**src/rtl/cfp_pkg.sv**
```systemverilog
`timescale 1ns / 1ps

package cfp_pkg;

  localparam int unsigned IdxW = 9;
  localparam logic [IdxW-1:0] IdxMax = 9'd511;

  localparam logic [IdxW-1:0] PosType = 9'd4;
  localparam logic [IdxW-1:0] PosLen = 9'd5;
  localparam logic [IdxW-1:0] PosPayload = 9'd6;
  localparam logic [IdxW-1:0] PosFooter = 9'd7;
  localparam logic [IdxW-1:0] FrameOverhead = 9'd11;

  localparam logic [7:0] CmdReinit = 8'hA1;
  localparam logic [7:0] CmdStream = 8'hA2;
  localparam logic [7:0] ValOn = 8'h01;
  localparam logic [7:0] ValOff = 8'h02;
  localparam logic [7:0] NewlineByte = 8'h0A;

  typedef struct packed {
    logic [7:0] rx_byte;
    logic       end_of_packet;
  } in_t;

  typedef struct packed {
    logic       frame_valid;
    logic [7:0] command_type;
    logic [7:0] command_value;
    logic       reinit_request;
    logic       stream_enabled;
  } out_t;

  // frame check outcome handed to the command stage
  typedef struct packed {
    logic       frame_valid;
    logic [7:0] command_type;
    logic [7:0] command_value;
  } verdict_t;

  // "FUT0"
  function automatic logic [7:0] head_byte(input logic [1:0] sel);
    logic [7:0] b;
    case (sel)
      2'd0: b = 8'h46;
      2'd1: b = 8'h55;
      2'd2: b = 8'h54;
      2'd3: b = 8'h30;
      default: b = 8'h00;
    endcase
    return b;
  endfunction

  // "END0"
  function automatic logic [7:0] foot_byte(input logic [1:0] sel);
    logic [7:0] b;
    case (sel)
      2'd0: b = 8'h45;
      2'd1: b = 8'h4E;
      2'd2: b = 8'h44;
      2'd3: b = 8'h30;
      default: b = 8'h00;
    endcase
    return b;
  endfunction

endpackage

```
**src/rtl/cfp_frame_track.sv**
```systemverilog
`timescale 1ns / 1ps

module cfp_frame_track (
  input  logic               clk,
  input  logic               rst_n,
  input  logic               step_en,
  input  cfp_pkg::in_t       in_item,
  output cfp_pkg::verdict_t  verdict
);

  logic [cfp_pkg::IdxW-1:0] idx_r, idx_nxt;
  logic [7:0]               len_r, len_nxt;
  logic [7:0]               acc_r, acc_nxt;
  logic                     good_r, good_nxt;
  logic [7:0]               type_r, type_nxt;
  logic [7:0]               value_r, value_nxt;

  logic [cfp_pkg::IdxW-1:0] len_ext;
  logic [cfp_pkg::IdxW-1:0] chk_pos;
  logic [cfp_pkg::IdxW-1:0] end_pos;
  logic [cfp_pkg::IdxW-1:0] foot_off;
  logic [7:0]               b;
  logic [cfp_pkg::IdxW:0]   total;
  logic [cfp_pkg::IdxW:0]   need;

  assign b        = in_item.rx_byte;
  assign len_ext  = {1'b0, len_r};
  assign chk_pos  = cfp_pkg::PosPayload + len_ext;
  assign end_pos  = cfp_pkg::FrameOverhead + len_ext;
  assign foot_off = idx_r - (cfp_pkg::PosFooter + len_ext);

  always_comb begin
    len_nxt   = len_r;
    acc_nxt   = acc_r;
    good_nxt  = good_r;
    type_nxt  = type_r;
    value_nxt = value_r;
    if (idx_r < cfp_pkg::PosType) begin
      if (b != cfp_pkg::head_byte(idx_r[1:0])) good_nxt = 1'b0;
    end else if (idx_r == cfp_pkg::PosType) begin
      type_nxt = b;
      acc_nxt  = acc_r ^ b;
    end else if (idx_r == cfp_pkg::PosLen) begin
      len_nxt = b;
      acc_nxt = acc_r ^ b;
      if (b == 8'd0) good_nxt = 1'b0;
    end else if (idx_r < chk_pos) begin
      if (idx_r == cfp_pkg::PosPayload) value_nxt = b;
      acc_nxt = acc_r ^ b;
    end else if (idx_r == chk_pos) begin
      if (b != acc_r) good_nxt = 1'b0;
    end else if (idx_r < end_pos) begin
      if (b != cfp_pkg::foot_byte(foot_off[1:0])) good_nxt = 1'b0;
    end else if (idx_r == end_pos) begin
      if (b != cfp_pkg::NewlineByte) good_nxt = 1'b0;
    end else begin
      good_nxt = 1'b0;
    end
  end

  assign idx_nxt = (idx_r == cfp_pkg::IdxMax) ? idx_r : idx_r + 9'd1;

  // total length must be exact, with or without the trailing newline
  assign total = {1'b0, idx_r} + 10'd1;
  assign need  = {1'b0, cfp_pkg::FrameOverhead} + {2'b00, len_nxt};

  always_comb begin
    verdict.frame_valid   = good_nxt && ((total == need) || (total == need + 10'd1));
    verdict.command_type  = type_nxt;
    verdict.command_value = value_nxt;
  end

  always_ff @(posedge clk) begin
    if (!rst_n) begin
      idx_r   <= '0;
      len_r   <= '0;
      acc_r   <= '0;
      good_r  <= 1'b1;
      type_r  <= '0;
      value_r <= '0;
    end else if (step_en) begin
      if (in_item.end_of_packet) begin
        idx_r   <= '0;
        len_r   <= '0;
        acc_r   <= '0;
        good_r  <= 1'b1;
        type_r  <= '0;
        value_r <= '0;
      end else begin
        idx_r   <= idx_nxt;
        len_r   <= len_nxt;
        acc_r   <= acc_nxt;
        good_r  <= good_nxt;
        type_r  <= type_nxt;
        value_r <= value_nxt;
      end
    end
  end

endmodule

```
**src/rtl/cfp_cmd_apply.sv**
```systemverilog
`timescale 1ns / 1ps

module cfp_cmd_apply (
  input  logic               clk,
  input  logic               rst_n,
  input  logic               apply_en,
  input  cfp_pkg::verdict_t  verdict,
  output cfp_pkg::out_t      result
);

  logic stream_r, stream_nxt;
  logic reinit;
  logic is_stream;

  assign reinit = verdict.frame_valid && (verdict.command_type == cfp_pkg::CmdReinit)
                  && (verdict.command_value == cfp_pkg::ValOn);
  assign is_stream = verdict.frame_valid && (verdict.command_type == cfp_pkg::CmdStream);

  always_comb begin
    stream_nxt = stream_r;
    if (is_stream) begin
      if (verdict.command_value == cfp_pkg::ValOn) stream_nxt = 1'b1;
      else if (verdict.command_value == cfp_pkg::ValOff) stream_nxt = 1'b0;
    end
  end

  always_comb begin
    result.frame_valid    = verdict.frame_valid;
    result.command_type   = verdict.frame_valid ? verdict.command_type : 8'd0;
    result.command_value  = verdict.frame_valid ? verdict.command_value : 8'd0;
    result.reinit_request = reinit;
    result.stream_enabled = stream_nxt;
  end

  always_ff @(posedge clk) begin
    if (!rst_n) begin
      stream_r <= 1'b1;
    end else if (apply_en) begin
      stream_r <= stream_nxt;
    end
  end

endmodule

```
**src/rtl/command_frame_parser_unit.sv**
```systemverilog
`timescale 1ns / 1ps

// Command packet deframer. Takes one received byte per cycle while in_ready is high
// (end_of_packet marks the last byte) and checks the frame "FUT0", type, length
// L >= 1, L payload bytes, XOR checksum, "END0" and an optional newline as each
// byte arrives. On the last byte of a packet one result transaction is issued:
// validity, type, first payload byte, a reinit pulse (type A1 value 1) and the
// stream flag after the command (type A2 value 1 enables, 2 disables). Other bytes
// produce no result. Each byte is checked between the input register and the
// result register, and out_valid is registered from that check. The result
// register lets the next byte be taken while a result waits.
module command_frame_parser_unit (
  input  logic           clk,
  input  logic           rst_n,
  input  logic           in_valid,
  output logic           in_ready,
  input  cfp_pkg::in_t   in_data,
  output logic           out_valid,
  input  logic           out_ready,
  output cfp_pkg::out_t  out_data
);

  logic              in_valid_r;
  cfp_pkg::in_t      in_data_r;
  logic              out_valid_r;
  cfp_pkg::out_t     out_data_r;
  logic              out_free;
  logic              proc_en;
  logic              emit;
  cfp_pkg::verdict_t verdict;
  cfp_pkg::out_t     result;

  assign out_free = !out_valid_r || out_ready;
  // a non-final byte never needs the result register
  assign proc_en  = in_valid_r && (!in_data_r.end_of_packet || out_free);
  assign emit     = proc_en && in_data_r.end_of_packet;
  assign in_ready = !in_valid_r || proc_en;

  cfp_frame_track u_track (
    .clk     (clk),
    .rst_n   (rst_n),
    .step_en (proc_en),
    .in_item (in_data_r),
    .verdict (verdict)
  );

  cfp_cmd_apply u_apply (
    .clk      (clk),
    .rst_n    (rst_n),
    .apply_en (emit),
    .verdict  (verdict),
    .result   (result)
  );

  always_ff @(posedge clk) begin
    if (!rst_n) begin
      in_valid_r <= 1'b0;
    end else if (in_valid && in_ready) begin
      in_valid_r <= 1'b1;
    end else if (proc_en) begin
      in_valid_r <= 1'b0;
    end
  end

  always_ff @(posedge clk) begin
    if (in_valid && in_ready) in_data_r <= in_data;
  end

  always_ff @(posedge clk) begin
    if (!rst_n) begin
      out_valid_r <= 1'b0;
    end else if (emit) begin
      out_valid_r <= 1'b1;
    end else if (out_ready) begin
      out_valid_r <= 1'b0;
    end
  end

  always_ff @(posedge clk) begin
    if (emit) out_data_r <= result;
  end

  assign out_valid = out_valid_r;
  assign out_data  = out_data_r;

endmodule

```
**config.mk**
```make
export PLATFORM = sky130hd
export DESIGN_NAME = command_frame_parser_unit
export DESIGN_NICKNAME = d
export VERILOG_FILES = /design/src/rtl/cfp_pkg.sv /design/src/rtl/cfp_frame_track.sv /design/src/rtl/cfp_cmd_apply.sv /design/src/rtl/command_frame_parser_unit.sv
export SDC_FILE = /design/constraint.sdc
export NUM_CORES = 1
export LEC_CHECK = 0
export BUFFER_PORTS_ARGS = -buffer_cell sky130_fd_sc_hd__buf_4
export CORE_MARGIN = 3
export CORE_UTILIZATION = 62
export CTS_CLUSTER_SIZE = 20
export DETAILED_ROUTE_END_ITERATION = 12
export PLACE_DENSITY = 0.81
export SLEW_MARGIN = 5
export SYNTH_ARGS = -nofsm -noshare
export SYNTH_HDL_FRONTEND = slang
export SYNTH_SLANG_ARGS = --single-unit
```
**constraint.sdc**
```tcl
create_clock -name clk -period 5.9 [get_ports clk]
set_clock_uncertainty 0.05 [all_clocks]
set_input_delay 0.59 -clock clk [delete_from_list [all_inputs] [get_ports clk]]
set_output_delay 0.59 -clock clk [all_outputs]
set_load 0.05 [all_outputs]
```
==> results of run 1 <==
synthesized netlist by cell type, types with 4 or more instances:
library cell and n:
a211oi_1 5, a21boi_0 5, a21o_1 5, a21oi_1 17
a22oi_1 21, a31oi_1 9, and2_1 21, and3_1 11
buf_2 5, clkbuf_1 29, dfxtp_1 45, edfxtp_1 28
ha_1 33, inv_1 20, mux2i_1 19, nand2_1 37
nand2b_1 6, nand3_1 22, nand3b_1 4, nand4_1 8
nor2_1 57, nor2b_1 29, nor3_1 13, nor4_1 6
o2111ai_1 4, o21a_1 7, o21ai_0 39, o22ai_1 6
o31ai_1 5, or2_2 4, or3_1 4, or4_1 4
xnor2_1 26, xor2_1 22
kinds of logic (layout without fill, tap and decap cells):
| logic type | after synthesis | after routing | synth area share [%] |
|---|---|---|---|
| buffers and inverters | 60 | 79 | 4.54 |
| AOI/OAI and AO/OA | 150 | 150 | 19.0 |
| DFF | 73 | 73 | 32.6 |
| adders and majority gates | 33 | 33 | 7.73 |
| and+or+nand+nor | 238 | 238 | 23.8 |
| muxes | 22 | 22 | 4.40 |
| xor gates and xnor gates | 48 | 48 | 7.87 |
metrics by stage:
step           hold WS (ns)  worst slack, ns  utilization [%]
2_1_floorplan         0.451             1.26                -
3_3_place_gp          0.473             1.04             67.7
3_5_place_dp          0.486            0.747             67.7
4_1_cts               0.358            0.728             69.8
5_1_grt               0.352            0.173             69.8
6_report              0.366            0.638             69.8
path summary, 6_finish.rpt:
| path | from | to | slack [ns] | cells past startpoint |
|---|---|---|---|---|
| setup / recovery | u_track.idx_r[0] | out_data[18] | 0.64 | 16 |
| hold / removal | in_data[2] | in_data_r[2] | 0.37 | 1 |
| setup reg to reg | u_track.idx_r[0] | out_data[18] | 0.64 | 16 |
| hold reg to reg | u_track.type_r[5] | u_track.type_r[5] | 0.51 | 2 |
sequential cells by signal, summed over array words and instances (netlist names):
register	count
in_data_r	9
out_valid	1
u_track.acc_r	8
u_track.idx_r	9
u_track.type_r	8
out_data	19
u_track.good_r	1
u_track.value_r	8
u_track.len_r	8
u_apply.stream_r	1
in_valid_r	1
report_power, final:
part	switching [mW]	leakage (nW)	internal [mW]
clock	0.204	0.0807	0.154
sequential	0.0191	0.624	0.530
combinational	0.0525	1.48	0.0281
routing by layer:
layer | share of wire (%) | up-vias | global-route usage (%)
met5 | 0 | - | 0
met1 | 42 | 2344 | 40.4
met2 | 46 | 252 | 48.0
li1 | - | 2293 | -
met3 | 8.7 | 44 | 5.94
met4 | 2.8 | 0 | 12.1
worst reg2reg max path: stages (launching register included):
cell	delay (ns)
dfxtp_1	0.58
inv_1	0.25
ha_1	0.31
or3b_4	0.27
and4_4	0.39
mux2i_1	0.42
ha_1	0.31
nand2b_1	0.26
a211oi_1	0.12
a2111oi_2	0.41
nor3_1	0.16
o21a_1	0.20
o2111ai_1	0.26
nand3_1	0.11
and3_1	0.20
o21ai_2	0.56
inv_1	0.13
cell type report:
cell class | instances | area, um2
multi-input cells | 491 | 3360
fillers | 681 | 2510
flip-flops and latches | 73 | 1740
repair buffers | 41 | 308
well taps | 105 | 131
clock buffers | 10 | 128
inverters | 22 | 82.6
clock inverters | 6 | 41.3
==> impl_metrics.py, run 1 <==
metrics = {
    "cts": {
        "cts-buffers-inserted": 9,
        "htreeDepth": 3,
        "cts_hold_buf": 0,
        "clkTransAtPathRegs_ns": 0.08,
        "clock_tree.root_cell": "clkbuf_8",
        "cts_resized": 0,
        "clk_path_buf_depth": 2,
        "cts_setup_buffers": 0,
        "cts.sinks": 73,
        "cts_tree": "built",
        "clk_latency_ns": 0.35,
    },
    "synthesis": {
        "synth_area_leader_cell": "dfxtp_1",
        "synth_fp_nets": 670,
        "yosysTopAreaCellShare_pct": 16.9,
        "ys_warn_count": 0,
        "synth_edf_count": 28,
        "yosysUniqueCellTypes": 68,
        "syn_area_per_cell_um2": 8.56,
        "syn_inst": 624,
        "async_flop_share_pct": 0,
        "synth-seq-cells": 73,
        "ys.flop_type": "dfxtp_1",
        "yosysSeqAreaShare_pct": 32.6,
        "synth_area_leaders": "dfxtp_1 (17%), edfxtp_1 (16%), ha_1 (7.7%)",
        "netlist_area_um2": 5340,
    },
    "floorplan": {
        "core-area_um2": 8300,
        "io_pins": 34,
        "start_util_pct": 64.4,
        "die_w_um": 98.8,
        "fp.dieH_um": 98.8,
        "rows": 33,
        "dieArea_um2": 9760,
    },
    "sta": {
        "finalMaxSlewViolations": 0,
        "relSlewSlack_pct": 42.6,
        "rsz0062_at_grt": "no",
        "final_hold_viol_count": 0,
        "setup_tns_ns": 0,
        "setup_viol": 0,
        "tightest_slew_ns": 0.855,
        "fin_crit_sh_pct": 89.2,
        "post-route-min-period_ns": 5.26,
        "fmax_ghz": 0.190,
    },
    "routing": {
        "antenna_left": 0,
        "drt_iter0_drc": 504,
        "via_count": 4933,
        "drc_errors": 0,
        "routedWlPerCell_um": 19.5,
        "vias_per_cell": 6.59,
        "wl_um": 14600,
        "drt_pre_antenna_iters": 5,
    },
    "finish": {
        "final_common_cell": "nor2_1",
        "area_delta_synth_final_pct": 8.39,
        "drive_above_1_share_pct": 11.4,
        "final_cells": 748,
        "final_area_um2": 5790,
        "final_cell_mix": "nor2_1 (57), dfxtp_1 (45), buf_4 (41)",
        "n_antenna_cell": 0,
        "final_nets": 684,
    },
    "setup_path": {
        "worstPathRequired_ns": 5.92,
        "slowest_delay_ns": 0.58,
        "crit_arrival_ns": 5.28,
        "critPathSlowestCell": "dfxtp_1",
        "critPathKind": "flop to flop",
        "crit_fanout": 18,
        "cpLargestDelayFamily": "compound AO/OA/AOI/OAI gates",
        "path_cells": "inv_1 > ha_1 > or3b_4 > and4_4 > mux2i_1 > ha_1 > nand2b_1 > a211oi_1 > a2111oi_2 > nor3_1 > o21a_1 > o2111ai_1 > nand3_1 > and3_1 > o21ai_2 > inv_1",
        "crit_path_end_kind": "flop",
        "worst_setup_path_start_kind": "flop",
        "critPathBufInv": 2,
    },
    "placement": {
        "gp_congestion": 0.986,
        "placed_cells": 732,
        "place_hpwl_um": 10400,
        "dpl-instance-area_um2": 5620,
        "port_buffers": 33,
    },
    "global_route": {
        "antenna_found_initial": 0,
        "grtUsageTotal_pct": 30.2,
        "overflow": 0,
        "first_global_vias": 4642,
        "grt_max_degree": 48,
        "grt_first_pass_wirelength_um": 23500,
    },
    "power_and_ir_drop": {
        "power_per_cell_area_nw_per_um2": 170,
        "vdd_drop_max_uv": 171,
        "power.total_uw": 987,
        "power.leakage_nw": 2.19,
    },
    "run": {
        "drv_cap": 0,
    },
    "min_path": {
        "hold_path_class": "input pin to flop",
    },
    "outcome": {
        "status": "complete, no violations",
    },
}
(Power assumes the default switching activity.)
==> run 2: changes to the inputs <==
- PLACE_DENSITY: 0.81 -> 0.77
- RECOVER_POWER: not set -> 100
==> run 2 against run 1 <==
Effect of this change:
- wire length decreased by 0.79%
- clock power increased by 37%
- die area unchanged
- worst hold slack improved by 0.0071 ns
- worst setup slack improved by 0.039 ns
- fmax increased by 0.75%
- sequential share of layout area increased by 0.26 points
- register-to-register slack improved by 0.04 ns
- final cell count decreased by 0.53%
- via count decreased by 0.99%
==> impl_metrics.py, run 2 (same netlist as run 1, synthesis figures left out) <==
metrics = {
    "placement": {
        "dpl-instance-area_um2": 5590,
        "place_hpwl_um": 10200,
        "gp_congestion": 0.928,
        "port_buffers": 33,
    },
    "power_and_ir_drop": {
        "power.leakage_nw": 2.11,
        "power.total_mw": 1.11,
        "vdd_drop_max_uv": 178,
        "power_per_cell_area_nw_per_um2": 194,
    },
    "cts": {
        "cts_setup_buffers": 0,
        "cts_resized": 0,
        "cts.sinks": 73,
        "clk_path_buf_depth": 2,
        "cts_hold_buf": 0,
        "cts-buffers-inserted": 9,
        "cts_tree": "built",
        "clkTransAtPathRegs_ns": 0.09,
        "htreeDepth": 3,
        "clock_tree.root_cell": "clkbuf_8",
        "clk_latency_ns": 0.36,
    },
    "sta": {
        "relSlewSlack_pct": 13.3,
        "fin_crit_sh_pct": 88.5,
        "finalMaxSlewViolations": 0,
        "rsz0062_at_grt": "no",
        "tightest_slew_ns": 1.30,
        "final_hold_viol_count": 0,
        "setup_tns_ns": 0,
        "fmax_ghz": 0.191,
        "setup_viol": 0,
        "post-route-min-period_ns": 5.22,
    },
    "setup_path": {
        "crit_path_end_kind": "flop",
        "regToRegEndpoint": "out_data[2]",
        "cpLargestDelayFamily": "compound AO/OA/AOI/OAI gates",
        "critPathBufInv": 1,
        "critPathSlowestCell": "dfxtp_1",
        "crit_fanout": 18,
        "path_cells": "inv_1 > ha_1 > or3b_1 > and4_4 > mux2i_1 > ha_1 > nand2b_1 > a211oi_1 > a2111oi_2 > nor3_1 > o21a_1 > o2111ai_1 > nand3_1 > and3_1 > o21ai_2 > nor2_1",
        "critical_path_cell_count": 16,
        "worst_setup_path_start_kind": "flop",
        "crit_path_start": "u_track.idx_r[0]",
        "slowest_delay_ns": 0.56,
        "ff2ff_setup_slack_ns": 0.68,
        "critPathKind": "flop to flop",
        "timing.rr.start": "u_track.idx_r[0]",
        "crit_top_cell": "ha_1",
        "r2r_cells": 16,
        "endpoint": "out_data[2]",
        "crit_arrival_ns": 5.25,
        "worstPathRequired_ns": 5.93,
    },
    "min_path": {
        "min_from": "in_data[8]",
        "hold_path_class": "input pin to flop",
    },
    "floorplan": {
        "die_w_um": 98.8,
        "fp.dieH_um": 98.8,
        "core-area_um2": 8300,
        "start_util_pct": 64.4,
        "rows": 33,
        "io_pins": 34,
        "dieArea_um2": 9760,
    },
    "finish": {
        "n_antenna_cell": 0,
        "area_delta_synth_final_pct": 7.47,
        "final_common_cell": "nor2_1",
        "final_util_pct": 69.2,
        "final_nets": 680,
        "largest_reg_flops": 19,
        "final_area_um2": 5740,
        "drive_above_1_share_pct": 7.04,
        "num-fill-cells": 693,
        "final_cell_mix": "nor2_1 (57), dfxtp_1 (45), o21ai_0 (41)",
    },
    "outcome": {
        "status": "complete, no violations",
    },
    "global_route": {
        "grtUsageTotal_pct": 30.0,
        "grt_max_degree": 48,
        "overflow": 0,
        "first_global_vias": 4731,
        "grt_first_pass_wirelength_um": 23600,
        "antenna_found_initial": 0,
    },
    "routing": {
        "drt_iter0_drc": 374,
        "via_count": 4884,
        "drt_pre_antenna_iters": 5,
        "drc_errors": 0,
        "antenna_left": 0,
        "vias_per_cell": 6.56,
        "wl_um": 14500,
        "routedWlPerCell_um": 19.4,
    },
    "run": {
        "drv_cap": 0,
    },
}
[run 2: cell count changes in the layout (fill, tap and decap cells not counted), sizes merged]
cell / previous run / this run
bufinv: 0 / 3
buf: 41 / 6
clkinvlp: 2 / 0
clkbuf: 10 / 40
[run 2: through the flow]
stage / std cells / hold slack, ns / worst slack [ns]
2_1_floorplan: 624 / 0.451 / 1.26
3_3_place_gp: 728 / 0.478 / 1.11
3_5_place_dp: 728 / 0.487 / 0.797
4_1_cts: 744 / 0.350 / 0.769
5_1_grt: 744 / 0.365 / 0.262
6_report: 744 / 0.373 / 0.677
[run 2: worst min-delay path by stage]
stage | end | slack (ns) | cells past startpoint
2_1_floorplan | u_track.type_r[2] | 0.45 | 2
3_5_place_dp | u_track.type_r[2] | 0.49 | 2
5_1_grt | in_data_r[4] | 0.37 | 1
3_3_place_gp | u_track.type_r[2] | 0.48 | 2
6_report | in_data_r[8] | 0.37 | 1
4_1_cts | in_data_r[8] | 0.35 | 1
[run 2: layout make-up]
class / count / area (um2) / share of cell area [%]
flip-flops and latches: 73 / 1740 / 30.3
inverters: 22 / 82.6 / 1.44
multi-input cells: 491 / 3350 / 58.3
repair buffers: 37 / 195 / 3.40
well taps: 105 / 131 / 2.29
clock buffers: 9 / 124 / 2.16
clock inverters: 7 / 116 / 2.03
[run 2: per-layer routing]
| metal | vias to the layer above | wire length (um) | share of wire [%] | track usage [%] |
|---|---|---|---|---|
| met2 | 249 | 6700 | 46 | 46.6 |
| met1 | 2319 | 6140 | 42 | 41.2 |
| li1 | 2282 | - | - | - |
| met5 | - | 0 | 0 | 0 |
| met3 | 34 | 1310 | 9.1 | 5.87 |
| met4 | 0 | 319 | 2.2 | 12.0 |
[run 2: report_power, final]
part | internal, mW | switching (mW) | total [mW] | leakage, nW
clock network | 0.282 | 0.207 | 0.489 | 0.122
logic | 0.0239 | 0.0509 | 0.0748 | 1.37
registers | 0.530 | 0.0198 | 0.550 | 0.624
